$ cat src/rtl/lavm_pkg.sv
// ----------------------------------------------------------------------------
// lavm_pkg
// Shared types and constants of the look-at view matrix generator.
// ----------------------------------------------------------------------------
`default_nettype none

package lavm_pkg;

  localparam int unsigned FifoDepthDef = 2;
  localparam int unsigned NumEntries   = 16;
  localparam logic signed [31:0] QOne  = 32'sh0001_0000;

  typedef logic signed [31:0] coord_t;
  typedef logic signed [32:0] diff_t;
  typedef logic signed [63:0] wide_t;
  typedef logic signed [65:0] dsum_t;

  typedef struct packed {
    coord_t [2:0] eye;
    diff_t  [2:0] fwd;
    coord_t [2:0] up;
    logic         fwd_zero;
    logic         up_zero;
  } item_t;

  typedef struct packed {
    coord_t [2:0] s;
    coord_t [2:0] u;
    coord_t [2:0] f;
    dsum_t  [2:0] d;
  } mat_t;

  typedef enum logic [3:0] {
    E_IDLE,
    E_MAG,
    E_NORM,
    E_SQ,
    E_SQRT,
    E_DIVI,
    E_DIV,
    E_RET,
    E_CROSS,
    E_UROUND,
    E_DOT,
    E_DONE
  } eng_state_e;

  typedef enum logic [1:0] {
    PH_FWD,
    PH_UP,
    PH_SIDE
  } phase_e;

  typedef enum logic {
    CR_SIDE,
    CR_TRUE_UP
  } cross_e;

endpackage

`default_nettype wire

$ cat src/rtl/lavm_fifo.sv
// ----------------------------------------------------------------------------
// lavm_fifo
// Short command queue between the intake and the matrix engine.
// ----------------------------------------------------------------------------
`default_nettype none

module lavm_fifo
  import lavm_pkg::*;
#(
  parameter int unsigned Depth = FifoDepthDef
) (
  input  logic  clk_i,
  input  logic  rst_ni,
  input  logic  push_i,
  input  item_t data_i,
  output logic  full_o,
  input  logic  pop_i,
  output logic  valid_o,
  output item_t data_o
);

  localparam int unsigned PtrW = (Depth > 1) ? $clog2(Depth) : 1;
  localparam int unsigned CntW = $clog2(Depth + 1);

  item_t           mem_q [Depth];
  logic [PtrW-1:0] wptr_q, rptr_q;
  logic [CntW-1:0] cnt_q;

  assign full_o  = (cnt_q == CntW'(Depth));
  assign valid_o = (cnt_q != '0);
  assign data_o  = mem_q[rptr_q];

  always_ff @(posedge clk_i) begin
    if (push_i) begin
      mem_q[wptr_q] <= data_i;
    end
  end

  always_ff @(posedge clk_i or negedge rst_ni) begin
    if (!rst_ni) begin
      wptr_q <= '0;
      rptr_q <= '0;
      cnt_q  <= '0;
    end else begin
      if (push_i) begin
        wptr_q <= (wptr_q == PtrW'(Depth - 1)) ? '0 : wptr_q + 1'b1;
      end
      if (pop_i) begin
        rptr_q <= (rptr_q == PtrW'(Depth - 1)) ? '0 : rptr_q + 1'b1;
      end
      unique case ({push_i, pop_i})
        2'b10:   cnt_q <= cnt_q + 1'b1;
        2'b01:   cnt_q <= cnt_q - 1'b1;
        default: cnt_q <= cnt_q;
      endcase
    end
  end

endmodule

`default_nettype wire

$ cat config.mk
export PLATFORM = sky130hd
export DESIGN_NAME = lavm_fifo
export DESIGN_NICKNAME = d
export VERILOG_FILES = /design/src/rtl/lavm_pkg.sv /design/src/rtl/lavm_fifo.sv
export SDC_FILE = /design/constraint.sdc
export NUM_CORES = 1
export LEC_CHECK = 0
export BUFFER_PORTS_ARGS = -buffer_cell sky130_fd_sc_hd__buf_2
export CORE_AREA = 5 5 280 282
export CTS_CLUSTER_DIAMETER = 120
export CTS_CLUSTER_SIZE = 10
export DETAILED_ROUTE_END_ITERATION = 8
export DIE_AREA = 0 0 285 287
export GPL_TIMING_DRIVEN = 0
export PLACE_DENSITY_LB_ADDON = 0.15
export SLEW_MARGIN = 0
export SYNTH_ARGS = -nofsm -noshare
export SYNTH_HDL_FRONTEND = slang
export SYNTH_SLANG_ARGS = --single-unit
$ cat constraint.sdc
create_clock -name clk_i -period 13.88 [get_ports clk_i]
set_clock_uncertainty 0.2 [all_clocks]
set_input_delay 1.388 -clock clk_i [delete_from_list [all_inputs] [get_ports clk_i]]
set_output_delay 1.388 -clock clk_i [all_outputs]
set_load 0.03 [all_outputs]
==> impl_results.md <==
- Top cell by count, worst path: buf_6
- Drc violations: 0
- Ys Warns: 0
- Worst path bufs/invs: 4
- Vias/cell: 4.26
- Vias in the first global route: 12.4k
- Final Max Tran Viols: 0
- Fin crit period: 3.69 ns
- Congestion Overflow GR: 0
- Initial Utilization: 29.7%
- Met3 wire len: 5220 µm
- Placeable core region: 75400 µm²
- CP endpoint kind: primary output
- First-pass GRT wire length: 80800 µm
- Die width: 285 µm
- Footprint of the multi-input gates: 4370 µm²
- Layout cells sized above 1: 62.6%
- Area Overhead vs Synth: 28.6%
- Post-route ant nets: 0
- # hold bufs at CTS: 0
- Crit path cell chain: buf_6 -> buf_6 -> buf_6 -> mux2_4 -> buf_2
- RSZ-0062 raised after global routing: false
- Global placer's final weighted congestion: 0.722
- Outcome: complete, no violations
- Die Area: 81800 µm²
- HP Class: flip-flop to flip-flop
- Input/output buffers: 591
- Clock buffer depth: 3
- Worst-Skew Late Latency: 0.57 ns
- Hold Crit Depth: 1
- Site row count: 101
- Drt wl/cell: 21.6 µm
- Fillers: 7017
- Final wirelength: 56200 µm
- Synth Area per Inst: 24.2 µm²
- Min Hold Slack: 0.286 ns
- Worst Max-Slew Pin Slew: 0.890 ns
- Post-CTS Setup Inserts: 0
- Register Area: 17700 µm²
- Post-synthesis sequential area ratio: 79.0%
- #FFs+latches synth: 590
- Startpoint types: flip-flop
- Detailed placement HPWL: 41100 µm
- Critical path fanouts, max: 10
- CP required: 12.29 ns
- Net Count, Synth: 1226
- # clock sinks: 590
- Clk root buf: clkbuf_16
- Initial antenna violation count: 21
- Final period util: 26.6%
- FMAX: 0.271 GHz
- All-layer global routing usage: 13.3%
- # IOs: 592
- CTS clk-pin slew, worst paths: 0.06 ns
- Wl on met1: 19700 µm
- Critical Path Max Stage Delay: 0.33 ns
- Family with the most delay on the worst path: buffers and inverters
- Routed wl met2: 30000 µm
- Cell area after synthesis: 22400 µm²
- Cells after Synth: 928
- Num CTS Buffers: 69
- Placed inst area: 27000 µm²
- Crit Path Category: flip-flop to primary output
- Final Hold Viols: 0
- R2R cell count: 5
- Setup violations, final: 0
- Slew headroom: 40.5%
- Arr. time, crit path: 2.10 ns
- Leak: 0.0114 µW
- Commonest non-fill, non-tap cell in the layout: buf_2
- Max-capacitance violation count: 0
- Drt first pass iters: 4
- CTS resizes: 0
- Largest net degree at the start of global routing: 61
- Most frequent cells in the layout: 594 x buf_2, 586 x edfxtp_1, 260 x mux2_4
- Slowest CP cell: dfrtp_1
- Nets: 1905
- DIE HEIGHT: 287 µm
- CTS tree: built
- H-tree Lvls: 3
- Finished Core Util: 38.2%
- Netlist cell types: 15
- Total vias in the final route: 11.1k
- Cell area after layout: 28800 µm²
- Levels on crit path: 5
- Top routing layer in use: met5
- First DRT Iteration DRCs: 377
- Peak VDD IR: 0.113 mV
- Pwr dens: 228 nW/µm²
[power by group]
part           switching (µW)  internal [µW]  leakage, µW
combinational            1590           1000      0.00499
clock                     657            887     0.000890
sequential               72.3           2360      0.00555
total                    2320           4250       0.0114
[state kept, by name, summed over array words and instances, names as in the netlist]
signal / flops
cnt_q: 2
mem_q: 586
rptr_q: 1
wptr_q: 1
[cell families after synthesis]
logic type | share of synthesized area (%)
AND/OR/NAND/NOR | 0.117
flip-flops | 79.0
buffers and inverters | 1.61
adder cells (fa/ha/maj) | 0.0558
XOR/XNOR | 0.195
multiplexers | 19.1
[Yosys cell counts, drive strengths merged]
| library cell | count | area share [%] |
|---|---|---|
| buf | 33 | 1.6 |
| and2 | 1 | 0.028 |
| xor2 | 3 | 0.12 |
| mux2 | 293 | 19 |
| ha | 1 | 0.056 |
| nor2b | 1 | 0.028 |
| or2 | 1 | 0.028 |
| edfxtp | 586 | 79 |
| nor2 | 2 | 0.034 |
| dfrtp | 4 | 0.45 |
| xnor2 | 2 | 0.078 |
| inv | 1 | 0.017 |
[stage by stage]
stage / worst slack (ns) / instances / TNS (ns) / total power (µW)
after CTS: 10.06 / 2594 / 0 / 6730
after detailed placement: 10.00 / 2514 / 0 / 5130
final: 10.19 / 2602 / 0 / 6570
after floorplan: 4.16 / 928 / 0 / 4430
after global routing: 10.05 / 2598 / 0 / 6890
after global placement: -1.56 / 2497 / -456.29 / 5250
[per-layer routing]
layer | track usage [%] | vias up
li1 | - | 5078
met1 | 13.5 | 5530
met2 | 24.4 | 356
met3 | 5.88 | 90
met4 | 4.19 | 18
met5 | 0 | -
[final timing paths]
kind                                            from                     end  slack, ns
worst max-delay path              rptr_q$_DFFE_PN0P_              data_o[50]      10.19
worst min-delay path            cnt_q[1]$_DFFE_PN0P_    cnt_q[1]$_DFFE_PN0P_       0.29
worst max register to register    wptr_q$_DFFE_PN0P_  mem_q[0][51]$_DFFE_PP_      11.20
worst min register to register  cnt_q[1]$_DFFE_PN0P_    cnt_q[1]$_DFFE_PN0P_       0.29
max in group asynchronous                     rst_ni    cnt_q[1]$_DFFE_PN0P_      12.95
min in group asynchronous                     rst_ni    cnt_q[0]$_DFFE_PN0P_       0.41
[final cells by class]
type                    instances  area share (%)
inverters                       1          0.0130
clock buffers                  74            6.05
well taps                     978            4.24
repair buffers                608            11.6
multi-input cells             304            15.2
diodes                          8          0.0694
clock inverters                 6           0.269
flip-flops and latches        590            61.4
plain buffers                  33            1.24
Power figures use the tool's default switching activity.
