$ cat src/rtl/lavm_pkg.sv
// ----------------------------------------------------------------------------
// lavm_pkg
// Shared types and constants of the look-at view matrix generator.
// ----------------------------------------------------------------------------
`default_nettype none

package lavm_pkg;

  localparam int unsigned FifoDepthDef = 2;
  localparam int unsigned NumEntries   = 16;
  localparam logic signed [31:0] QOne  = 32'sh0001_0000;

  typedef logic signed [31:0] coord_t;
  typedef logic signed [32:0] diff_t;
  typedef logic signed [63:0] wide_t;
  typedef logic signed [65:0] dsum_t;

  typedef struct packed {
    coord_t [2:0] eye;
    diff_t  [2:0] fwd;
    coord_t [2:0] up;
    logic         fwd_zero;
    logic         up_zero;
  } item_t;

  typedef struct packed {
    coord_t [2:0] s;
    coord_t [2:0] u;
    coord_t [2:0] f;
    dsum_t  [2:0] d;
  } mat_t;

  typedef enum logic [3:0] {
    E_IDLE,
    E_MAG,
    E_NORM,
    E_SQ,
    E_SQRT,
    E_DIVI,
    E_DIV,
    E_RET,
    E_CROSS,
    E_UROUND,
    E_DOT,
    E_DONE
  } eng_state_e;

  typedef enum logic [1:0] {
    PH_FWD,
    PH_UP,
    PH_SIDE
  } phase_e;

  typedef enum logic {
    CR_SIDE,
    CR_TRUE_UP
  } cross_e;

endpackage

`default_nettype wire

$ cat src/rtl/lavm_front.sv
// ----------------------------------------------------------------------------
// lavm_front
// Command intake: forms the forward vector and flags zero-length inputs.
// ----------------------------------------------------------------------------
`default_nettype none

module lavm_front
  import lavm_pkg::*;
(
  input  logic   start,
  output logic   busy,
  input  coord_t eye_x_i,
  input  coord_t eye_y_i,
  input  coord_t eye_z_i,
  input  coord_t target_x_i,
  input  coord_t target_y_i,
  input  coord_t target_z_i,
  input  coord_t up_x_i,
  input  coord_t up_y_i,
  input  coord_t up_z_i,
  input  logic   full_i,
  output logic   push_o,
  output item_t  item_o
);

  coord_t eye [3];
  coord_t tgt [3];
  coord_t upv [3];

  assign eye[0] = eye_x_i;
  assign eye[1] = eye_y_i;
  assign eye[2] = eye_z_i;
  assign tgt[0] = target_x_i;
  assign tgt[1] = target_y_i;
  assign tgt[2] = target_z_i;
  assign upv[0] = up_x_i;
  assign upv[1] = up_y_i;
  assign upv[2] = up_z_i;

  assign busy   = full_i;
  assign push_o = start && !full_i;

  always_comb begin
    for (int i = 0; i < 3; i++) begin
      item_o.eye[i] = eye[i];
      item_o.up[i]  = upv[i];
      item_o.fwd[i] = {tgt[i][31], tgt[i]} - {eye[i][31], eye[i]};
    end
    item_o.fwd_zero = (eye[0] == tgt[0]) && (eye[1] == tgt[1]) && (eye[2] == tgt[2]);
    item_o.up_zero  = (upv[0] == '0) && (upv[1] == '0) && (upv[2] == '0);
  end

endmodule

`default_nettype wire

$ cat config.mk
export PLATFORM = sky130hd
export DESIGN_NAME = lavm_front
export DESIGN_NICKNAME = d
export VERILOG_FILES = /design/src/rtl/lavm_pkg.sv /design/src/rtl/lavm_front.sv
export SDC_FILE = /design/constraint.sdc
export NUM_CORES = 1
export LEC_CHECK = 0
export BUFFER_PORTS_ARGS = -buffer_cell sky130_fd_sc_hd__buf_2
export CORE_AREA = 2 2 229 231
export DETAILED_ROUTE_END_ITERATION = 7
export DIE_AREA = 0 0 231 233
export GPL_TIMING_DRIVEN = 0
export PLACE_DENSITY = 0.4
export SYNTH_ARGS = -nofsm -noshare
export SYNTH_HDL_FRONTEND = slang
export SYNTH_SLANG_ARGS = --single-unit
$ cat constraint.sdc
create_clock -name vclk -period 5.81
set_clock_uncertainty 0.1 [all_clocks]
set_input_delay 0 -clock vclk [all_inputs]
set_output_delay 0 -clock vclk [all_outputs]
set_load 0.03 [all_outputs]
==> results.cfg <==
[run_status]
outcome = completed

[synthesis]
synth_xor_xnor_area_share = 0.0921
synth_top_family_by_area = compound AO/OA/AOI/OAI gates
syn_avg_cell_area_um2 = 6.77
synth_area_mm2 = 0.00751
ys_warn_count = 0
ys_seq_area_frac = 0
synth_compound_area_frac = 0.281
muxShareOfSynthArea = 0.00683
synth_cell_type_count = 74
syn_nets = 1498
syn_inst = 1109
synth_simple_gate_area_frac = 0.183
synth_adder_area_share = 0.168

[final_layout]
area.sequential_um2 = 0
finalNetCount = 2085
fillers = 5923
drive_above_1_share = 0.470
area_growth_pct = 50.6
fin_util = 0.221
clkbuf_count = 0
flops_and_latches = 0

[setup_path]
endpoint_kind = output pin
cp_slowest_cell = o311ai_1
required_ps = 5710
worstSetupPathType = primary input to output pin
cpMostUsedCell = buf_2
crit_chain = buf_2 > inv_1 > ha_1 > nand2_1 > o21bai_1 > a31o_2 > o21a_1 > o311ai_1 > a21oi_1 > xnor2_1 > buf_2
startpoint_type = primary input
slowest_delay_ps = 670
critical_path_arrival_ps = 3070
critPathMaxFanout = 5

[power_and_ir_drop]
switchingPower_mw = 1.10
cellPowerDensity_mw_per_mm2 = 149
combPwrFrac = 1.000
p_int_mw = 0.581
p_clk_frac = 0
sw_frac_of_total = 0.655
leakagePower_nw = 6.27
power_mw = 1.68
seq_power_share = 0
ir_worst_vdd_v = 0.0000829

[die]
die_x_um = 231
dieArea_mm2 = 0.0538
rows = 83
initial_core_util = 0.147
fp.dieH_um = 233
coreArea_mm2 = 0.0511
io_pins = 585

[routing]
first_iter_violations = 473
vias_per_cell = 4.20
avgRoutedWirePerCell_um = 18.2
final_antenna_net_count = 0
drc = 0
dr.pass1.iters = 5
num_vias = 9998
wirelength_um = 43400

[timing]
post-route-period-util = 0.546
max_freq_ghz = 0.315
finalHoldViolCount = 0
slew_headroom = 0.470
worst_pin_slew_ps = 787
fin_ws_ps = 2640
setup-tns-final_ps = 0
period_needed_ps = 3170
drv_slew = 0
finalSetupViolations = 0
rsz0062_at_grt = false

[global_route]
antenna_found_initial = 21
grt_pass1_wl_um = 61300
grt-ovfl-total = 0
grt_usage = 0.149
grt_pass1_vias = 9703
grt_max_degree = 11

[clock_network]
ctsHoldBuffers = 0
post_cts_buffers = 0
cts.repair.resized = 0

[placed_design]
dpl.hpwl_um = 40600
place_congestion = 0.913
io_buffers = 585
place_ws_ps = 2480

[hold_path]
hold_depth = 3
min_path_type = primary input to output pin

[flow_run]
maxCapViolations = 0
-- metrics by stage --
step,area (um^2),instances,hold WS [ps]
2_1_floorplan,7510,1109,9.60
3_3_place_gp,11300,2374,185
3_5_place_dp,11300,2374,186
4_1_cts,11300,2374,186
5_1_grt,11300,2382,218
6_report,11300,2382,184
-- cells by family (layout without fill, tap and decap cells) --
group	Yosys count	count (layout)
buffers and inverters	344	929
AOI/OAI and AO/OA	308	308
and+or+nand+nor	274	274
adders and majority gates	99	99
xor gates and xnor gates	79	79
muxes	5	5
other	0	8
-- power by group through the flow --
stage          sequential (mW)   clock (mW)  combinational, mW
6_report                     0  0.000000187               1.68
5_1_grt                      0  0.000000185               1.81
4_1_cts                      0            0               1.70
3_5_place_dp                 0            0               1.69
3_3_place_gp                 0            0               1.70
2_1_floorplan                0            0               1.12
-- placed cells by master, fill, tap and decap left out, types with 4 or more instances in the layout --
cell type / netlist / final
o22ai_1: 4 / 4
and3_1: 8 / 8
o21ai_0: 30 / 30
nor3_1: 14 / 14
o31ai_1: 8 / 8
nand3_1: 22 / 22
mux2i_1: 4 / 4
a21oi_1: 85 / 85
nand2b_1: 12 / 12
nor2b_1: 13 / 13
o21ai_1: 9 / 9
a31oi_1: 23 / 23
xor2_1: 27 / 27
nand2_1: 75 / 75
o21a_1: 14 / 14
inv_1: 128 / 128
nor4_1: 30 / 30
clkbuf_1: 22 / 22
a221oi_1: 4 / 4
ha_1: 96 / 96
buf_4: 193 / 193
a21o_1: 45 / 45
a211oi_1: 7 / 7
nand4_1: 20 / 20
a21boi_0: 4 / 4
diode_2: 0 / 8
o21bai_1: 18 / 18
and4_1: 4 / 4
and2_1: 9 / 9
xnor2_1: 52 / 52
o211ai_1: 6 / 6
nor2_1: 53 / 53
buf_2: 1 / 586
-- synth_stat cells (all sizes together), types with 3 or more instances --
cell	instances	area, um^2
nand3	23	120
a221oi	4	35.0
o21ai	40	204
a21boi	7	52.6
a311oi	3	26.3
clkbuf	22	82.6
and2	9	56.3
mux2i	4	40.0
ha	96	1200
and3	9	57.6
a21o	45	338
buf	194	1450
nor4	30	188
nor2	54	205
nand2b	12	75.1
o31ai	9	81.3
a21oi	87	450
a2bb2oi	3	26.3
o311ai	6	70.1
o21bai	18	135
a211oi	9	85.1
nor2b	13	81.3
nand2	75	282
nand4	20	125
nor4b	3	26.3
xnor2	52	455
o22ai	4	25.0
o211ai	6	45.0
inv	128	480
o21a	14	105
and4	4	35.0
fa	3	60.1
a31oi	23	144
xor2	27	236
nor3	14	70.1
o221ai	3	26.3
o2111ai	4	52.6
-- critical path, delay by kind of cell --
family                     cells  cell delay (ps)
AOI/OAI and AO/OA              5             1790
adders and majority gates      1              500
buffers and inverters          3              360
and+or+nand+nor                1              230
xor gates and xnor gates       1              170
-- cell type report --
class / instances / area [um^2] / share of cell area
Multi-Input combinational cell: 765 / 5500 / 0.486
Timing Repair Buffer: 585 / 2930 / 0.259
Buffer: 216 / 1540 / 0.136
Tap cell: 680 / 851 / 0.0752
Inverter: 128 / 480 / 0.0425
Antenna cell: 8 / 20.0 / 0.00177
-- routing by layer --
metal,global-route usage,part of all wire
met4,0.0355,0.020
met2,0.290,0.53
met5,0,0.00028
met3,0.0176,0.060
met1,0.172,0.39
-- path summary, 6_finish.rpt --
kind | to | start | slack (ps)
min | push_o | full_i | 180
max | item_o[153] | eye_y_i[4] | 2640
No activity file was read; power rests on OpenSTA's default activity.
