### config.mk
export PLATFORM = sky130hd
export DESIGN_NAME = lavm_emit
export DESIGN_NICKNAME = d
export VERILOG_FILES = /design/src/rtl/lavm_pkg.sv /design/src/rtl/lavm_emit.sv
export SDC_FILE = /design/constraint.sdc
export NUM_CORES = 1
export LEC_CHECK = 0
export ABC_AREA = 1
export BUFFER_PORTS_ARGS = -buffer_cell sky130_fd_sc_hd__buf_4
export CAP_MARGIN = 5
export CORE_MARGIN = 5
export CORE_UTILIZATION = 35
export CTS_CLUSTER_DIAMETER = 60
export DETAILED_ROUTE_END_ITERATION = 16
export GPL_TIMING_DRIVEN = 0
export PLACE_DENSITY_LB_ADDON = 0.2
export SKIP_LAST_GASP = 1
export SYNTH_ARGS = -nofsm -noshare
export SYNTH_HDL_FRONTEND = slang
export SYNTH_SLANG_ARGS = --single-unit
### constraint.sdc
create_clock -name clk_i -period 67.8 [get_ports clk_i]
set_input_delay 6.78 -clock clk_i [delete_from_list [all_inputs] [get_ports clk_i]]
set_output_delay 6.78 -clock clk_i [all_outputs]
set_load 0.03 [all_outputs]
### src/rtl/lavm_pkg.sv
// ----------------------------------------------------------------------------
// lavm_pkg
// Shared types and constants of the look-at view matrix generator.
// ----------------------------------------------------------------------------
`default_nettype none

package lavm_pkg;

  localparam int unsigned FifoDepthDef = 2;
  localparam int unsigned NumEntries   = 16;
  localparam logic signed [31:0] QOne  = 32'sh0001_0000;

  typedef logic signed [31:0] coord_t;
  typedef logic signed [32:0] diff_t;
  typedef logic signed [63:0] wide_t;
  typedef logic signed [65:0] dsum_t;

  typedef struct packed {
    coord_t [2:0] eye;
    diff_t  [2:0] fwd;
    coord_t [2:0] up;
    logic         fwd_zero;
    logic         up_zero;
  } item_t;

  typedef struct packed {
    coord_t [2:0] s;
    coord_t [2:0] u;
    coord_t [2:0] f;
    dsum_t  [2:0] d;
  } mat_t;

  typedef enum logic [3:0] {
    E_IDLE,
    E_MAG,
    E_NORM,
    E_SQ,
    E_SQRT,
    E_DIVI,
    E_DIV,
    E_RET,
    E_CROSS,
    E_UROUND,
    E_DOT,
    E_DONE
  } eng_state_e;

  typedef enum logic [1:0] {
    PH_FWD,
    PH_UP,
    PH_SIDE
  } phase_e;

  typedef enum logic {
    CR_SIDE,
    CR_TRUE_UP
  } cross_e;

endpackage

`default_nettype wire

### src/rtl/lavm_emit.sv
// ----------------------------------------------------------------------------
// lavm_emit
// Holds one finished matrix and sends its sixteen entries in index order.
// ----------------------------------------------------------------------------
`default_nettype none

module lavm_emit
  import lavm_pkg::*;
(
  input  logic       clk_i,
  input  logic       rst_ni,
  input  logic       mat_valid_i,
  output logic       mat_ready_o,
  input  mat_t       mat_i,
  output logic       entry_valid_o,
  output logic [3:0] entry_index_o,
  output coord_t     entry_value_o,
  output logic       last_entry_o
);

  mat_t       mat_q;
  logic       act_q;
  logic [3:0] idx_q;
  logic       take;
  coord_t     val;

  function automatic coord_t rot16(coord_t x, logic neg);
    logic [31:0] mg;
    logic [32:0] m;
    mg = x[31] ? (32'd0 - x) : x;
    m  = ({1'b0, mg} + 33'd8192) >> 14;
    return (x[31] ^ neg) ? (32'd0 - m[31:0]) : m[31:0];
  endfunction

  function automatic coord_t trans16(dsum_t d, logic neg);
    logic [65:0] mg;
    logic [65:0] m;
    coord_t      r;
    mg = d[65] ? (66'd0 - d) : d;
    m  = (mg + (66'd1 << 29)) >> 30;
    if (d[65] ^ neg) begin
      r = (m > 66'h0_8000_0000) ? 32'h8000_0000 : (32'd0 - m[31:0]);
    end else begin
      r = (m > 66'h0_7FFF_FFFF) ? 32'h7FFF_FFFF : m[31:0];
    end
    return r;
  endfunction

  assign mat_ready_o = !act_q || (idx_q == 4'(NumEntries - 1));
  assign take        = mat_valid_i && mat_ready_o;

  always_comb begin
    val = '0;
    unique case (idx_q[3:2])
      2'd3: begin
        unique case (idx_q[1:0])
          2'd0:    val = trans16(mat_q.d[0], 1'b1);
          2'd1:    val = trans16(mat_q.d[1], 1'b1);
          2'd2:    val = trans16(mat_q.d[2], 1'b0);
          default: val = QOne;
        endcase
      end
      default: begin
        unique case (idx_q[1:0])
          2'd0:    val = rot16(mat_q.s[idx_q[3:2]], 1'b0);
          2'd1:    val = rot16(mat_q.u[idx_q[3:2]], 1'b0);
          2'd2:    val = rot16(mat_q.f[idx_q[3:2]], 1'b1);
          default: val = '0;
        endcase
      end
    endcase
  end

  always_ff @(posedge clk_i) begin
    if (take) begin
      mat_q <= mat_i;
    end
    entry_index_o <= idx_q;
    entry_value_o <= val;
  end

  always_ff @(posedge clk_i or negedge rst_ni) begin
    if (!rst_ni) begin
      act_q         <= 1'b0;
      idx_q         <= '0;
      entry_valid_o <= 1'b0;
      last_entry_o  <= 1'b0;
    end else begin
      entry_valid_o <= act_q;
      last_entry_o  <= act_q && (idx_q == 4'(NumEntries - 1));
      if (take) begin
        act_q <= 1'b1;
        idx_q <= '0;
      end else if (act_q) begin
        idx_q <= idx_q + 1'b1;
        if (idx_q == 4'(NumEntries - 1)) begin
          act_q <= 1'b0;
        end
      end
    end
  end

endmodule

`default_nettype wire

==> flow_summary.toml <==
[finish]
multi_input_area_mm2 = 0.0214
final-seq-area_mm2 = 0.0155
num-fill-cells = 12000
drive_gt1_share_pct = 14.0
nets = 7311
areaGrowthSynthToFinish_pct = 21.0
fin_util_pct = 42.6
fin_area_mm2 = 0.0486

[worst_setup_path]
slowest_stage = "o21ai_0"
cp-start-kind = "flip-flop"
r2r_start = "idx_q[3]"
path_delay_family = "buffers and inverters"
reg2reg_slack_ns = 62.61
cpPeakStageDelay_ns = 0.67
required_ns = 61.02
timing.rr.end = "entry_value_o[6]"
cp_data_arrival_time_ns = 2.98
critPathMaxFanout = 10
rr_worst_depth = 19
path_class = "flip-flop to output pin"
path_buf_inv = 3
path_cells = "buf_6 > buf_2 > nand2_1 > o21ai_0 > buf_4"
endpoint_kind = "output pin"

[placed_design]
place_congestion = 0.938
place_hpwl_um = 125000
dpl_cell_area_mm2 = 0.0463
portBuffers = 527

[global_route]
grt_max_degree = 36
grt_pass1_wl_um = 228000
grt_remaining_overflow = 0
antenna_found_initial = 7
first_global_vias = 39700
grt_usage_pct = 24.0

[timing]
finalSetupViolCount = 0
clock_skew_ns = 0.0407
slew_viol_final = 0
finalSetupTns_ns = 0
finalCritPeriodShare_pct = 14.4
hold_slack_ns = 0.467
rsz0062_at_grt = "no"
hold_violations = 0
slew_headroom_pct = 25.9
fmax_ghz = 0.102
min_period_ns = 9.76
worst_pin_slew_ns = 1.11

[worst_hold_path]
hold_depth = 0
hp-class = "flip-flop to flip-flop"
worstHoldEndpoint = "entry_index_o[2]"
min_from = "idx_q[2]"

[clock_network]
cts_sinks = 529
clk_pin_slew_ns = 0.06
hold_buffers = 0
numCtsBuffers = 68
ctsRootBufferMaster = "clkbuf_16"
cts_resized = 0
post_cts_buffers = 0
cts_buffer_depth = 3
clk_latency_ns = 0.69
cts_max_level = 3
cts_tree = "yes"

[outcome]
status = "complete, no violations"

[synthesis]
syn_inst = 6189
synth_top_area_share_pct = 36.4
synth_fp_nets = 6698
yosys_warnings = 0
seq_area_frac_synth_pct = 38.6
synth-edff-count = 486
syn_area_per_cell_um2 = 6.48
async_flop_share_pct = 1.32
synthTopCellsByArea = "edfxtp_1 (36%), nand2_1 (23%), nor2_1 (9.0%), nand3_1 (8.3%), inv_1 (5.7%)"
synth_top_cell_by_area = "edfxtp_1"
synth_seq_cells = 529
synth-main-ff-cell = "edfxtp_1"
ys_types = 60
syn_area_mm2 = 0.0401

[detailed_routing]
drc_errors = 0
routed_wl_um = 150000
wl_per_cell_um = 17.9
routed_via_density = 4.97
firstDrtPassIters = 6
drt_iter0_drc = 3177
postRouteAntennaNets = 0
vias = 41600

[power_and_ir_drop]
cellPowerDensity_mw_per_mm2 = 38.2
vdd_drop_max_mv = 0.0242
total_leakage_power_nw = 21.8

[floorplanning]
die-area_mm2 = 0.122
die_w_um = 349
rows = 124
initial_core_util_pct = 35.2
die_h_um = 349
core_area_mm2 = 0.114
ios = 528

[flow_run]
maxCapViolCount = 0
[layer usage]
| metal | share of wire, % | vias up | GRT usage [%] | wire length [um] |
|---|---|---|---|---|
| li1 | - | 21100 | - | - |
| met1 | 43 | 19100 | 30.9 | 64100 |
| met2 | 48 | 1266 | 41.6 | 72600 |
| met3 | 6.1 | 208 | 3.79 | 9150 |
| met4 | 2.9 | 0 | 7.31 | 4400 |
| met5 | 0 | - | 0 | 0 |
[synthesized netlist by cell type, types with 18 or more instances]
cell	count
a21oi_1	80
a31oi_1	18
buf_2	41
buf_4	19
buf_6	18
clkbuf_1	43
dfxtp_1	36
edfxtp_1	486
ha_1	20
inv_1	610
inv_2	45
nand2_1	2458
nand2_2	49
nand3_1	664
nand3b_1	65
nand4_1	100
nor2_1	966
nor2_2	79
nor2_4	27
nor3_1	37
o21ai_0	112
o21ai_1	27
xor2_1	43
[placed cells by master, fill, tap and decap left out, types with 8 or more instances in the layout]
master	count
o211ai_1	10
nand4_1	100
xor2_1	43
inv_2	45
nor2_2	79
a21oi_1	80
xnor2_1	15
o21ai_0	112
nand2_1	2458
nor2_1	965
buf_6	18
buf_12	15
nand3_2	11
clkbuf_1	61
nor2_4	28
nor3_1	37
inv_1	610
a31oi_1	18
dfxtp_1	36
o21bai_1	8
nand3_1	664
o21ai_1	27
ha_1	20
or2_2	15
nand2_2	49
buf_2	41
buf_1	12
clkinv_1	12
edfxtp_1	486
clkbuf_16	69
buf_4	546
nand3b_1	65
[flip-flops by register name (all words and copies together) (netlist names)]
| register | flops |
|---|---|
| act_q | 1 |
| entry_index_o | 4 |
| entry_valid_o | 1 |
| entry_value_o | 32 |
| idx_q | 4 |
| last_entry_o | 1 |
| mat_q | 486 |
[how the worst max path moves through the flow]
stage | start | to | cells after the start
floorplan | mat_valid_i | mat_q[0] | 2
global placement | mat_valid_i | idx_q[3] | 4
detailed placement | mat_valid_i | mat_q[61] | 11
CTS | idx_q[2] | mat_ready_o | 5
global route | idx_q[2] | mat_ready_o | 5
finish | idx_q[2] | mat_ready_o | 5
[logic make-up after synthesis]
family | share of synthesized area (%)
and+or+nand+nor | 47.3
buffers and inverters | 8.07
DFF | 38.6
AOI/OAI and AO/OA | 4.05
xor gates and xnor gates | 1.31
adders and majority gates | 0.624
muxes | 0.0249
[final cells by class]
type / count / area share (%)
antenna: 7 / 0.0361
inverter: 660 / 5.11
buffer: 133 / 1.56
multi-input combinational: 4867 / 44.1
tap: 1512 / 3.90
clock inverter: 36 / 0.915
sequential: 529 / 31.9
timing repair buffer: 543 / 8.82
clock buffer: 87 / 3.69
[report_power, final]
group | switching [mW] | internal (mW)
sequential | 0.0265 | 0.417
combinational | 0.752 | 0.298
clock | 0.149 | 0.211
total | 0.927 | 0.926
[metrics by stage]
step           setup WS, ns  instances  power, mW
4_1_cts               58.01       8367       1.86
6_report              58.04       8374       1.85
5_1_grt               57.98       8373       1.99
3_3_place_gp          30.49       8228       1.53
2_1_floorplan         39.57       6189       1.17
3_5_place_dp          58.34       8244       1.49
[worst register-to-register path, delay by kind of cell, from the launching register on]
family / cells / cell delay [ns]
xor+xnor: 1 / 0.31
compound gates: 2 / 0.62
buf+inv: 5 / 1.46
fa+ha+maj: 2 / 0.49
flops: 1 / 0.61
simple gates: 9 / 1.47
(Power assumes the default switching activity.)
